$ cat src/sv/double_ended_queue_defines.svh
// Assertion macros shared by the deque RTL.
// Users must have clk_i and rst_ni in scope; no other dependencies.
`ifndef DOUBLE_ENDED_QUEUE_DEFINES_SVH
`define DOUBLE_ENDED_QUEUE_DEFINES_SVH

// Same-cycle implication, checked on every rising clock edge out of reset.
`define DQ_ASSERT_IMP(label, ante, cons, msg) \
  label: assert property (@(posedge clk_i) disable iff (!rst_ni) (ante) |-> (cons)) \
    else $error(msg);

// Next-cycle implication.
`define DQ_ASSERT_NXT(label, ante, cons, msg) \
  label: assert property (@(posedge clk_i) disable iff (!rst_ni) (ante) |=> (cons)) \
    else $error(msg);

`endif

$ cat src/sv/dq_pkg.sv
// Shared types and constants for the double-ended queue.
// No dependencies; used by the channel interfaces and all RTL modules.
package dq_pkg;

  localparam int unsigned DQ_DEPTH = 16;
  localparam int unsigned VAL_W    = 32;
  localparam int unsigned CMD_W    = 2;
  localparam int unsigned ST_W     = 2;
  localparam int unsigned OCC_W    = 5;

  typedef enum logic [CMD_W-1:0] {
    CMD_PUSH_FRONT = 2'd0,
    CMD_PUSH_BACK  = 2'd1,
    CMD_POP_FRONT  = 2'd2,
    CMD_POP_BACK   = 2'd3
  } cmd_e;

  typedef enum logic [ST_W-1:0] {
    ST_OK    = 2'd0,
    ST_EMPTY = 2'd1,
    ST_FULL  = 2'd2
  } status_e;

  typedef enum logic {
    S_IDLE = 1'b0,
    S_READ = 1'b1
  } state_e;

endpackage

$ cat src/sv/dq_if.sv
// Valid/ready channel interfaces for the command and response words.
// Depends on dq_pkg for field widths.
interface dq_cmd_if;
  import dq_pkg::*;

  logic                     valid;
  logic                     ready;
  logic [CMD_W-1:0]         cmd;
  logic signed [VAL_W-1:0]  push_value;

  modport source (output valid, output cmd, output push_value, input ready);
  modport sink   (input valid, input cmd, input push_value, output ready);
endinterface

interface dq_rsp_if;
  import dq_pkg::*;

  logic                     valid;
  logic                     ready;
  logic signed [VAL_W-1:0]  pop_value;
  logic [ST_W-1:0]          status;
  logic [OCC_W-1:0]         occupancy;

  modport source (output valid, output pop_value, output status, output occupancy,
                  input ready);
  modport sink   (input valid, input pop_value, input status, input occupancy,
                  output ready);
endinterface

$ cat src/sv/dq_ram.sv
// Single-port-write, single-port-read ring storage with a registered read.
// Depends on dq_pkg for the value width.
module dq_ram #(
  parameter int unsigned DEPTH = dq_pkg::DQ_DEPTH,
  parameter int unsigned AW    = $clog2(DEPTH)
) (
  input  logic                          clk_i,
  input  logic                          we_i,
  input  logic [AW-1:0]                 waddr_i,
  input  logic [dq_pkg::VAL_W-1:0]      wdata_i,
  input  logic                          re_i,
  input  logic [AW-1:0]                 raddr_i,
  output logic [dq_pkg::VAL_W-1:0]      rdata_o
);
  import dq_pkg::*;

  logic [VAL_W-1:0] mem [DEPTH];
  logic [VAL_W-1:0] rdata_q;

  always_ff @(posedge clk_i) begin
    if (we_i) begin
      mem[waddr_i] <= wdata_i;
    end
  end

  always_ff @(posedge clk_i) begin
    if (re_i) begin
      rdata_q <= mem[raddr_i];
    end
  end

  assign rdata_o = rdata_q;

endmodule

$ cat src/sv/double_ended_queue.sv
// Top level of the bounded double-ended queue of signed 32-bit values.
// Depends on dq_pkg, the dq_cmd_if/dq_rsp_if interfaces, dq_ram and the defines header.
//
//   Channel | Port  | Direction | Word carries
//   --------+-------+-----------+-------------------------------------
//   command | cmd_i | in        | cmd, push_value
//   result  | rsp_o | out       | pop_value, status, occupancy
//
// A push, or a pop on an empty queue, loads its result word into the output
// register at the edge that accepts the command.
// A successful pop first reads the ring memory into its read register and then
// loads the output register from it; no command is accepted during its read cycle.
// Reset clears the front index, the element count and the control state, not the memory.
// A command is accepted while idle and the result register is empty or being drained.
`include "double_ended_queue_defines.svh"

module double_ended_queue #(
  parameter int unsigned DEPTH = dq_pkg::DQ_DEPTH
) (
  input  logic      clk_i,
  input  logic      rst_ni,
  dq_cmd_if.sink    cmd_i,
  dq_rsp_if.source  rsp_o
);
  import dq_pkg::*;

  // Index width and count width; the count must be able to hold DEPTH itself.
  localparam int unsigned AW = $clog2(DEPTH);
  localparam int unsigned CW = $clog2(DEPTH + 1);

  localparam logic [AW-1:0] LAST_IDX = AW'(DEPTH - 1);
  localparam logic [CW-1:0] FULL_CNT = CW'(DEPTH);
  localparam logic [CW:0]   DEPTH_X  = (CW + 1)'(DEPTH);

  state_e              state_q, state_d;
  logic [AW-1:0]       head_q, head_d;
  logic [CW-1:0]       count_q, count_d;

  logic                out_valid_q, out_valid_d;
  logic [VAL_W-1:0]    out_value_q, out_value_d;
  status_e             out_status_q, out_status_d;
  logic [OCC_W-1:0]    out_occ_q, out_occ_d;

  // Memory port signals.
  logic                mem_we;
  logic [AW-1:0]       mem_waddr;
  logic                mem_re;
  logic [AW-1:0]       mem_raddr;
  logic [VAL_W-1:0]    mem_rdata;

  cmd_e                cmd;
  logic                is_push;
  logic                full;
  logic                empty;
  logic                cmd_acc;
  logic [AW-1:0]       head_dec;
  logic [AW-1:0]       head_inc;
  logic [CW:0]         sum_back;
  logic [CW:0]         sum_last;
  logic [AW-1:0]       back_slot;
  logic [AW-1:0]       last_slot;

  assign cmd     = cmd_e'(cmd_i.cmd);
  assign is_push = (cmd == CMD_PUSH_FRONT) || (cmd == CMD_PUSH_BACK);
  assign full    = (count_q == FULL_CNT);
  assign empty   = (count_q == '0);

  // Only one command is in flight, and a pop reads after any earlier push
  // has been written, so the memory never sees a read and write collide.
  assign cmd_i.ready = (state_q == S_IDLE) && (!out_valid_q || rsp_o.ready);
  assign cmd_acc     = cmd_i.valid && cmd_i.ready;

  // Ring index arithmetic. The sums stay below twice DEPTH, so one
  // compare and subtract wraps them for any DEPTH, not only powers of two.
  assign head_dec  = (head_q == '0) ? LAST_IDX : head_q - 1'b1;
  assign head_inc  = (head_q == LAST_IDX) ? '0 : head_q + 1'b1;
  assign sum_back  = (CW + 1)'(head_q) + (CW + 1)'(count_q);
  assign sum_last  = sum_back - 1'b1;
  assign back_slot = (sum_back >= DEPTH_X) ? AW'(sum_back - DEPTH_X) : AW'(sum_back);
  assign last_slot = (sum_last >= DEPTH_X) ? AW'(sum_last - DEPTH_X) : AW'(sum_last);

  always_comb begin
    state_d      = state_q;
    head_d       = head_q;
    count_d      = count_q;
    out_valid_d  = out_valid_q && !rsp_o.ready;
    out_value_d  = out_value_q;
    out_status_d = out_status_q;
    out_occ_d    = out_occ_q;
    mem_we       = 1'b0;
    mem_waddr    = back_slot;
    mem_re       = 1'b0;
    mem_raddr    = head_q;

    case (state_q)
      S_IDLE: begin
        if (cmd_acc) begin
          out_value_d  = '0;
          out_status_d = ST_OK;
          if (is_push) begin
            if (full) begin
              out_status_d = ST_FULL;
            end else begin
              mem_we  = 1'b1;
              count_d = count_q + 1'b1;
              if (cmd == CMD_PUSH_FRONT) begin
                head_d    = head_dec;
                mem_waddr = head_dec;
              end else begin
                mem_waddr = back_slot;
              end
            end
            out_valid_d = 1'b1;
          end else begin
            if (empty) begin
              out_status_d = ST_EMPTY;
              out_valid_d  = 1'b1;
            end else begin
              // The read data returns next cycle, in the read state, and is then registered into the result word.
              mem_re  = 1'b1;
              count_d = count_q - 1'b1;
              state_d = S_READ;
              if (cmd == CMD_POP_FRONT) begin
                mem_raddr = head_q;
                head_d    = head_inc;
              end else begin
                mem_raddr = last_slot;
              end
            end
          end
          out_occ_d = OCC_W'(count_d);
        end
      end
      S_READ: begin
        // The result register was free when the pop was accepted.
        out_valid_d = 1'b1;
        out_value_d = mem_rdata;
        state_d     = S_IDLE;
      end
      default: begin
        state_d = S_IDLE;
      end
    endcase
  end

  always_ff @(posedge clk_i or negedge rst_ni) begin
    if (!rst_ni) begin
      state_q     <= S_IDLE;
      head_q      <= '0;
      count_q     <= '0;
      out_valid_q <= 1'b0;
    end else begin
      state_q     <= state_d;
      head_q      <= head_d;
      count_q     <= count_d;
      out_valid_q <= out_valid_d;
    end
  end

  always_ff @(posedge clk_i) begin
    out_value_q  <= out_value_d;
    out_status_q <= out_status_d;
    out_occ_q    <= out_occ_d;
  end

  dq_ram #(
    .DEPTH (DEPTH),
    .AW    (AW)
  ) u_ram (
    .clk_i   (clk_i),
    .we_i    (mem_we),
    .waddr_i (mem_waddr),
    .wdata_i (cmd_i.push_value),
    .re_i    (mem_re),
    .raddr_i (mem_raddr),
    .rdata_o (mem_rdata)
  );

  assign rsp_o.valid     = out_valid_q;
  assign rsp_o.pop_value = out_value_q;
  assign rsp_o.status    = out_status_q;
  assign rsp_o.occupancy = out_occ_q;

  // The element count never passes the ring size, and the front index
  // always names a real entry.
  `DQ_ASSERT_IMP(a_count_bound, 1'b1, count_q <= FULL_CNT, "count exceeds depth")
  `DQ_ASSERT_IMP(a_head_bound, 1'b1, head_q <= LAST_IDX, "front index out of range")
  // A push that fits grows the queue by exactly one.
  `DQ_ASSERT_NXT(a_push_grows, cmd_acc && is_push && !full,
                 count_q == $past(count_q) + 1'b1, "push did not grow queue")
  // A pop on a live queue is followed by the read state for the memory, with no result shown.
  `DQ_ASSERT_NXT(a_pop_reads, cmd_acc && !is_push && !empty,
                 state_q == S_READ && !out_valid_q, "pop skipped memory read")
  // The read cycle always ends with a result word in the output register.
  `DQ_ASSERT_NXT(a_read_done, state_q == S_READ,
                 out_valid_q && state_q == S_IDLE, "pop result not loaded")

endmodule
$ cat src/flat_wrapper.sv
// flat-port wrapper written by rule: the top's interface ports become plain ports
module double_ended_queue_flat import dq_pkg::*;
#(
  parameter int unsigned DEPTH = dq_pkg::DQ_DEPTH
)
  (clk_i, rst_ni, cmd_i_valid, cmd_i_cmd, cmd_i_push_value, cmd_i_ready, rsp_o_valid, rsp_o_pop_value, rsp_o_status, rsp_o_occupancy, rsp_o_ready);
  dq_cmd_if cmd_i_i ();
  dq_rsp_if rsp_o_i ();
  input  logic clk_i;
  input  logic rst_ni;
  input wire logic [$bits(cmd_i_i.valid)-1:0] cmd_i_valid;
  input wire logic [$bits(cmd_i_i.cmd)-1:0] cmd_i_cmd;
  input wire logic [$bits(cmd_i_i.push_value)-1:0] cmd_i_push_value;
  output wire logic [$bits(cmd_i_i.ready)-1:0] cmd_i_ready;
  output wire logic [$bits(rsp_o_i.valid)-1:0] rsp_o_valid;
  output wire logic [$bits(rsp_o_i.pop_value)-1:0] rsp_o_pop_value;
  output wire logic [$bits(rsp_o_i.status)-1:0] rsp_o_status;
  output wire logic [$bits(rsp_o_i.occupancy)-1:0] rsp_o_occupancy;
  input wire logic [$bits(rsp_o_i.ready)-1:0] rsp_o_ready;
  assign cmd_i_i.valid = cmd_i_valid;
  assign cmd_i_i.cmd = cmd_i_cmd;
  assign cmd_i_i.push_value = cmd_i_push_value;
  assign cmd_i_ready = cmd_i_i.ready;
  assign rsp_o_valid = rsp_o_i.valid;
  assign rsp_o_pop_value = rsp_o_i.pop_value;
  assign rsp_o_status = rsp_o_i.status;
  assign rsp_o_occupancy = rsp_o_i.occupancy;
  assign rsp_o_i.ready = rsp_o_ready;
  double_ended_queue #(.DEPTH(DEPTH)) u_core (.clk_i(clk_i), .rst_ni(rst_ni), .cmd_i(cmd_i_i), .rsp_o(rsp_o_i));
endmodule
$ cat config.mk
export PLATFORM = sky130hd
export DESIGN_NAME = double_ended_queue_flat
export DESIGN_NICKNAME = d
export VERILOG_FILES = /design/src/sv/dq_pkg.sv /design/src/sv/dq_if.sv /design/src/sv/dq_ram.sv /design/src/sv/double_ended_queue.sv /design/src/flat_wrapper.sv
export VERILOG_INCLUDE_DIRS = /design/src /design/src/sv
export SDC_FILE = /design/constraint.sdc
export NUM_CORES = 1
export LEC_CHECK = 0
export BUFFER_PORTS_ARGS = -buffer_cell sky130_fd_sc_hd__buf_2
export CORE_MARGIN = 2
export CORE_UTILIZATION = 50
export DETAILED_ROUTE_END_ITERATION = 7
export PLACE_DENSITY = 0.72
export SLEW_MARGIN = 20
export SYNTH_ARGS = -nofsm -noshare
export SYNTH_HDL_FRONTEND = slang
export SYNTH_SLANG_ARGS = --single-unit
$ cat constraint.sdc
create_clock -name clk_i -period 6.42 [get_ports clk_i]
set_input_delay 0.321 -clock clk_i [delete_from_list [all_inputs] [get_ports clk_i]]
set_output_delay 0.321 -clock clk_i [all_outputs]
set_load 0.03 [all_outputs]
**After elaboration in Yosys (flattened, before gate mapping)**

Memory sizes are Yosys's and may differ from the RTL's. A register that Yosys moved wholly into a read port is not among the register bits.
Cells that the tools add are included.

- Muxes and demuxes: 42
- Reductions and logical operators: 13
- $lt $le $gt $ge: 2
- Add/sub/neg operators: 8
- Bitwise gates (word level): 1
- Equality and inequality tests: 8

Operator list:

| kind | count |
|---|---|
| 2-to-1 mux 4 bit | 19 |
| one-hot mux 32 bit (2 select lines) | 1 |
| 2-to-1 mux 32 bit | 1 |
| 2-to-1 mux 5 bit | 3 |
| 2-to-1 mux 1 bit | 14 |
| greater-or-equal comparator 6 x 5 -> 1 bit (second input constant) | 2 |
| subtractor 4 x 1 -> 4 bit (second input constant) | 3 |
| adder 4 x 5 -> 6 bit | 1 |
| AND reduction 6 bit | 1 |
| subtractor 6 x 1 -> 6 bit (second input constant) | 1 |
| adder 5 x 1 -> 5 bit (second input constant) | 1 |
| == test 5 bit (second input constant) | 1 |
| logical NOT 5 bit | 1 |
| subtractor 5 x 1 -> 5 bit (second input constant) | 1 |
| adder 4 x 1 -> 4 bit (second input constant) | 1 |
| == test 4 bit (second input constant) | 1 |
| logical NOT 4 bit | 1 |
| 2-to-1 mux 2 bit | 2 |
| != test 2 x 1 -> 1 bit (second input constant) | 2 |
| != test 2 bit (second input constant) | 2 |
| one-hot mux 1 bit (2 select lines) | 2 |
| logical AND 1 bit | 3 |
| == test 2 x 1 -> 1 bit (second input constant) | 1 |
| == test 2 bit (second input constant) | 1 |
| other kinds (6) | 8 |

- Bits in registers: 50
- Memories: 1
- RAM bits: 512
- Logic and storage cells: 82

Memories:

| name | depth | width | read ports | clocked after memory_dff | wr ports | RTL line | RTL |
|---|---|---|---|---|---|---|---|
| u_core.u_ram.mem | 16 | 32 | 1 | 1 | 1 | dq_ram.sv:17 | `logic [VAL_W-1:0] mem [DEPTH];` |

**Logic depth before layout (Yosys ltp)**

- Depth in word-level cells: 9
- Mapped depth: 13
- Gate-level depth less buffers: 10

**By module**

A second synthesis with hierarchy kept.

- Cells, all modules: 1050
- Area, all modules: 22661.7 µm²

By module, submodules not included:

| module | area each (µm²) | cells each | sequential area each (µm²) | instances |
|---|---|---|---|---|
| dq_ram | 20155.6 | 838 | 16335.7 | 1 |
| double_ended_queue | 2506.2 | 212 | 1446.4 | 1 |

**Worst setup path before layout**

Ideal clock, no wire load.

- Kind: flip-flop to flip-flop
- Start: register u_core.head_q[1]
- End: memory u_core.u_ram.mem[0][0], enable pin
- Setup time: 501 ps
- Data arrival time: 5291 ps
- Buffers on the path: 3
- Period minus slack after synthesis: 5792 ps
- Setup slack: 628 ps
- Cell stages (with the launch flop): 10
- Path through: dfrtp_1 > buf_2 > buf_2 > buf_2 > inv_1 > ha_1 > o21bai_1 > a221oi_1 > a21oi_1 > nor4_1

- Word-level cells in the longest chain between the ends: 8
- Elaborated cells on any way between the ends: 12

Ends and longest elaborated chain:

| element | RTL line | RTL |
|---|---|---|
| from (decl) | double_ended_queue.sv:36 | `logic [AW-1:0] head_q, head_d;` |
| from (signal assigned) | double_ended_queue.sv:149 | `head_q <= '0;` |
| from (signal assigned) | double_ended_queue.sv:154 | `head_q <= head_d;` |
| adder 4 x 5 -> 6 bit | double_ended_queue.sv:77 | `assign sum_back = (CW + 1)'(head_q) + (CW + 1)'(count_q);` |
| greater-or-equal comparator 6 x 5 -> 1 bit / subtractor 4 x 1 -> 4 bit (equally long branches) | double_ended_queue.sv:79 | `assign back_slot = (sum_back >= DEPTH_X) ? AW'(sum_back - DEPTH_X) : AW'(sum_back);` |
| 2-to-1 mux 4 bit | double_ended_queue.sv:79 |  |
| 2-to-1 mux 4 bit | double_ended_queue.sv:106 | `if (cmd == CMD_PUSH_FRONT) begin` |
| 2-to-1 mux 4 bit | double_ended_queue.sv:101 | `if (full) begin` |
| 2-to-1 mux 4 bit | double_ended_queue.sv:100 | `if (is_push) begin` |
| 2-to-1 mux 4 bit | double_ended_queue.sv:97 | `if (cmd_acc) begin` |
| 2-to-1 mux 4 bit * | double_ended_queue.sv:95 | `case (state_q)` |
| to (decl) | dq_ram.sv:17 |  |

Mark *: on every way between the ends. The rest lies on a longest branch, timed or not.

**Worst setup path in the final report**

- Start: register u_core.count_q[1]
- End: memory u_core.u_ram.mem[7][8], enable pin

- Word-level cells in the longest chain between the ends: 8
- Elaborated cells on any way between the ends: 16

Ends and longest elaborated chain:

| element | RTL line | RTL |
|---|---|---|
| from (decl) | double_ended_queue.sv:37 | `logic [CW-1:0] count_q, count_d;` |
| from (signal assigned) | double_ended_queue.sv:155 | `count_q <= count_d;` |
| adder 4 x 5 -> 6 bit | double_ended_queue.sv:77 |  |
| greater-or-equal comparator 6 x 5 -> 1 bit / subtractor 4 x 1 -> 4 bit (equally long branches) | double_ended_queue.sv:79 |  |
| 2-to-1 mux 4 bit | double_ended_queue.sv:79 |  |
| 2-to-1 mux 4 bit | double_ended_queue.sv:106 |  |
| 2-to-1 mux 4 bit | double_ended_queue.sv:101 |  |
| 2-to-1 mux 4 bit | double_ended_queue.sv:100 |  |
| 2-to-1 mux 4 bit | double_ended_queue.sv:97 |  |
| 2-to-1 mux 4 bit | double_ended_queue.sv:95 |  |

Parallel ways exist; a longest one is shown, timed or not.

==> impl_metrics.ini <==
[run_status]
status = completed

[die]
core_area_sq_um = 53600
rows = 85
start_util_pct = 50.3
pin_count = 79
die_area_sq_um = 55800
fp.dieH_um = 236
die_x_um = 236

[sta]
setup_viol = 0
final_max_slew_viol_count = 0
finalHoldViolations = 0
max_clock_freq_mhz = 216
final_period_minus_worst_setup_slack_ns = 4.62
tns_ns = 0
hold_ws_ns = 0.0717
finalCritPeriodShare_pct = 72.0
fin_skew_ns = 0.0235
slew_headroom_pct = 25.8
fin_ws_ns = 1.80
rsz0062_at_grt = false
tightest_slew_ns = 1.11

[placement]
placedInstanceArea_sq_um = 28100
gp_congestion = 0.771
numPortBuffers = 78
dp_hpwl_um = 36000
dp_slack_ns = 1.80

[global_route]
grt_max_degree = 127
grt_pass1_vias = 16700
gr-total-overflow = 0
grtUsageTotal_pct = 24.5
grt_pass1_wl_um = 103000
antenna_found_initial = 2

[route]
antenna_left = 0
first_iter_violations = 2084
drt_pass1_iterations = 7
drc = 0
postRouteWirelength_um = 68600
viasPerCell = 6.43
wl_per_cell_um = 26.6
vias = 16600

[worst_setup_path]
startpoint_type = flip-flop
r2r_cells = 10
crit_fanout = 21
worstSetupEndpointType = flip-flop
worst-setup-path-type = reg2reg
cp.arrival_ns = 4.93
r2r_start = u_core.count_q[1]
rrSetupSlack_ns = 1.80
crit_end = u_core.u_ram.mem[7][8]
required_ns = 6.73
r2r_end = u_core.u_ram.mem[7][8]
crit_path_start = u_core.count_q[1]

[power]
power.density_nw_per_um2 = 576
p_leak_nw = 10.3
peakVddDrop_mv = 1.63
fin_total_pwr_mw = 17.4

[layout]
drive_above_1_share_pct = 20.2
diodes = 0
syn_to_final_growth_pct = 11.9
nNetsFinal = 1877
finish.instance_area_sq_um = 30200
num-fill-cells = 4181

[worst_hold_path]
hold_depth = 1
hold_path.class = in2reg

[clock_network]
clkSlewWorstSetupHoldPaths_ns = 0.06
cts_tree = yes
cts_setup_buffers = 0
cts_buffers = 59
clockRootBuffer = clkbuf_16
cts_sinks = 594
clk_latency_ns = 0.63
cts_buffer_depth = 3
hold_buffers = 2
htree_levels = 2
ctsResizeCount = 0

[flow_run]
maxCapViolations = 0

[synth]
yosysWarnings = 0
synth.avg_cell_area_sq_um = 15.1
syn_area_sq_um = 27000
synth_seq_area_share_pct = 66.0
synth_edf_count = 583
synth_seq_cells = 594
synthesis.nets = 1829
async_flop_share_pct = 1.85
syn_inst = 1781
synthFlopType = edfxtp_1
ys_types = 55
## per-layer routing
metal  track usage, %  vias up  share of wire [%]
met5                0        -                  0
li1                 -     7081                  -
met4             7.86        0                3.0
met1             33.8     8420                 40
met3             4.34      137                9.2
met2             39.9      913                 48
## synthesized netlist by cell type (all sizes together), types with 2 or more instances
library cell,number,area (sq um)
a211oi,62,465
a21o,4,30.0
a21oi,75,390
a31oi,34,213
a32o,32,320
and2,33,206
and3,63,394
buf,48,300
clkbuf,85,320
dfrtp,11,275
edfxtp,583,17500
ha,9,113
inv,15,56.3
mux2,4,45.0
mux2i,127,1270
mux4,128,2880
nand2,275,1040
nand2b,4,25.0
nand3,37,190
nand4,2,27.5
nor2,26,97.6
nor2b,3,18.8
nor3,6,30.0
nor4,6,37.5
o21ai,74,378
o22ai,3,18.8
o2bb2ai,2,17.5
o31ai,2,15.0
or3,6,37.5
xnor2,6,52.6
xor2,6,75.1
## placed cells by master (no fill, tap or decap), types with 15 or more instances in the layout
cell type  netlist  final
a211oi_1        62     62
buf_2           30     78
o21ai_0         55     55
and2_1          33     33
a31oi_1         34     34
buf_4            6     38
and3_1          63     63
nand2_1        273    273
mux4_2         128    128
a21oi_1         73     73
clkbuf_16        0     59
edfxtp_1       583    583
nand3_1         36     36
nor2_1          26     15
o21ai_1         17     17
mux2i_1        127    127
a32o_1          32     32
## critical path: stages (launching register included)
cell	delay [ns]
dfrtp_1	0.49
inv_1	0.14
ha_1	0.21
nor3b_1	0.17
a21o_1	0.28
nor3_1	0.49
nor2_1	0.12
a21oi_1	0.87
nand3_1	0.36
nor2_4	0.80
buf_4	0.37
## worst min-delay path by stage
| stage | slack [ns] | end | startpoint |
|---|---|---|---|
| 3_5_place_dp | 0.22 | u_core.count_q[2] | rst_ni |
| 2_1_floorplan | 0.03 | u_core.count_q[0] | rst_ni |
| 3_3_place_gp | 0.22 | u_core.head_q[2] | rst_ni |
| 4_1_cts | 0.05 | u_core.u_ram.mem[12][22] | cmd_i_push_value[22] |
| 5_1_grt | 0.07 | u_core.u_ram.mem[12][11] | cmd_i_push_value[11] |
| 6_report | 0.07 | u_core.u_ram.mem[15][2] | cmd_i_push_value[2] |
## final cells by class
class / instances / area, sq um / share of cell area [%]
multi-input combinational: 1039 / 8680 / 28.8
clock inverter: 41 / 522 / 1.73
tap: 696 / 871 / 2.89
sequential: 594 / 17800 / 59.0
inverter: 15 / 56.3 / 0.187
timing repair buffer: 120 / 736 / 2.44
clock buffer: 69 / 1510 / 5.02
## power by group
part | internal [mW] | total (mW) | switching, mW
combinational | 3.99 | 8.77 | 4.78
clock | 2.14 | 3.64 | 1.50
sequential | 4.72 | 4.95 | 0.231
total | 10.9 | 17.4 | 6.51
## sequential cells by signal (all words and copies together) (netlist names)
register / cells
u_core.count_q: 5
u_core.head_q: 4
u_core.rsp_o.occupancy: 5
u_core.rsp_o.pop_value: 32
u_core.rsp_o.status: 2
u_core.rsp_o.valid: 1
u_core.state_q: 1
u_core.u_ram.mem: 512
u_core.u_ram.rdata_o: 32
## per-stage QoR
| stage | std cells | utilization [%] |
|---|---|---|
| floorplan | 1781 | - |
| global placement | 2462 | 52.4 |
| detailed placement | 2462 | 52.4 |
| CTS | 2574 | 56.3 |
| global route | 2574 | 56.3 |
| finish | 2574 | 56.3 |
## cells by family after synthesis
logic type	Yosys count	synth area share, %
compound gates	295	7.07
buf+inv	148	2.51
flops	594	66.0
mux	259	15.6
xor+xnor	12	0.474
fa+ha+maj	10	0.492
simple gates	463	7.90
Power figures use the tool's default switching activity.
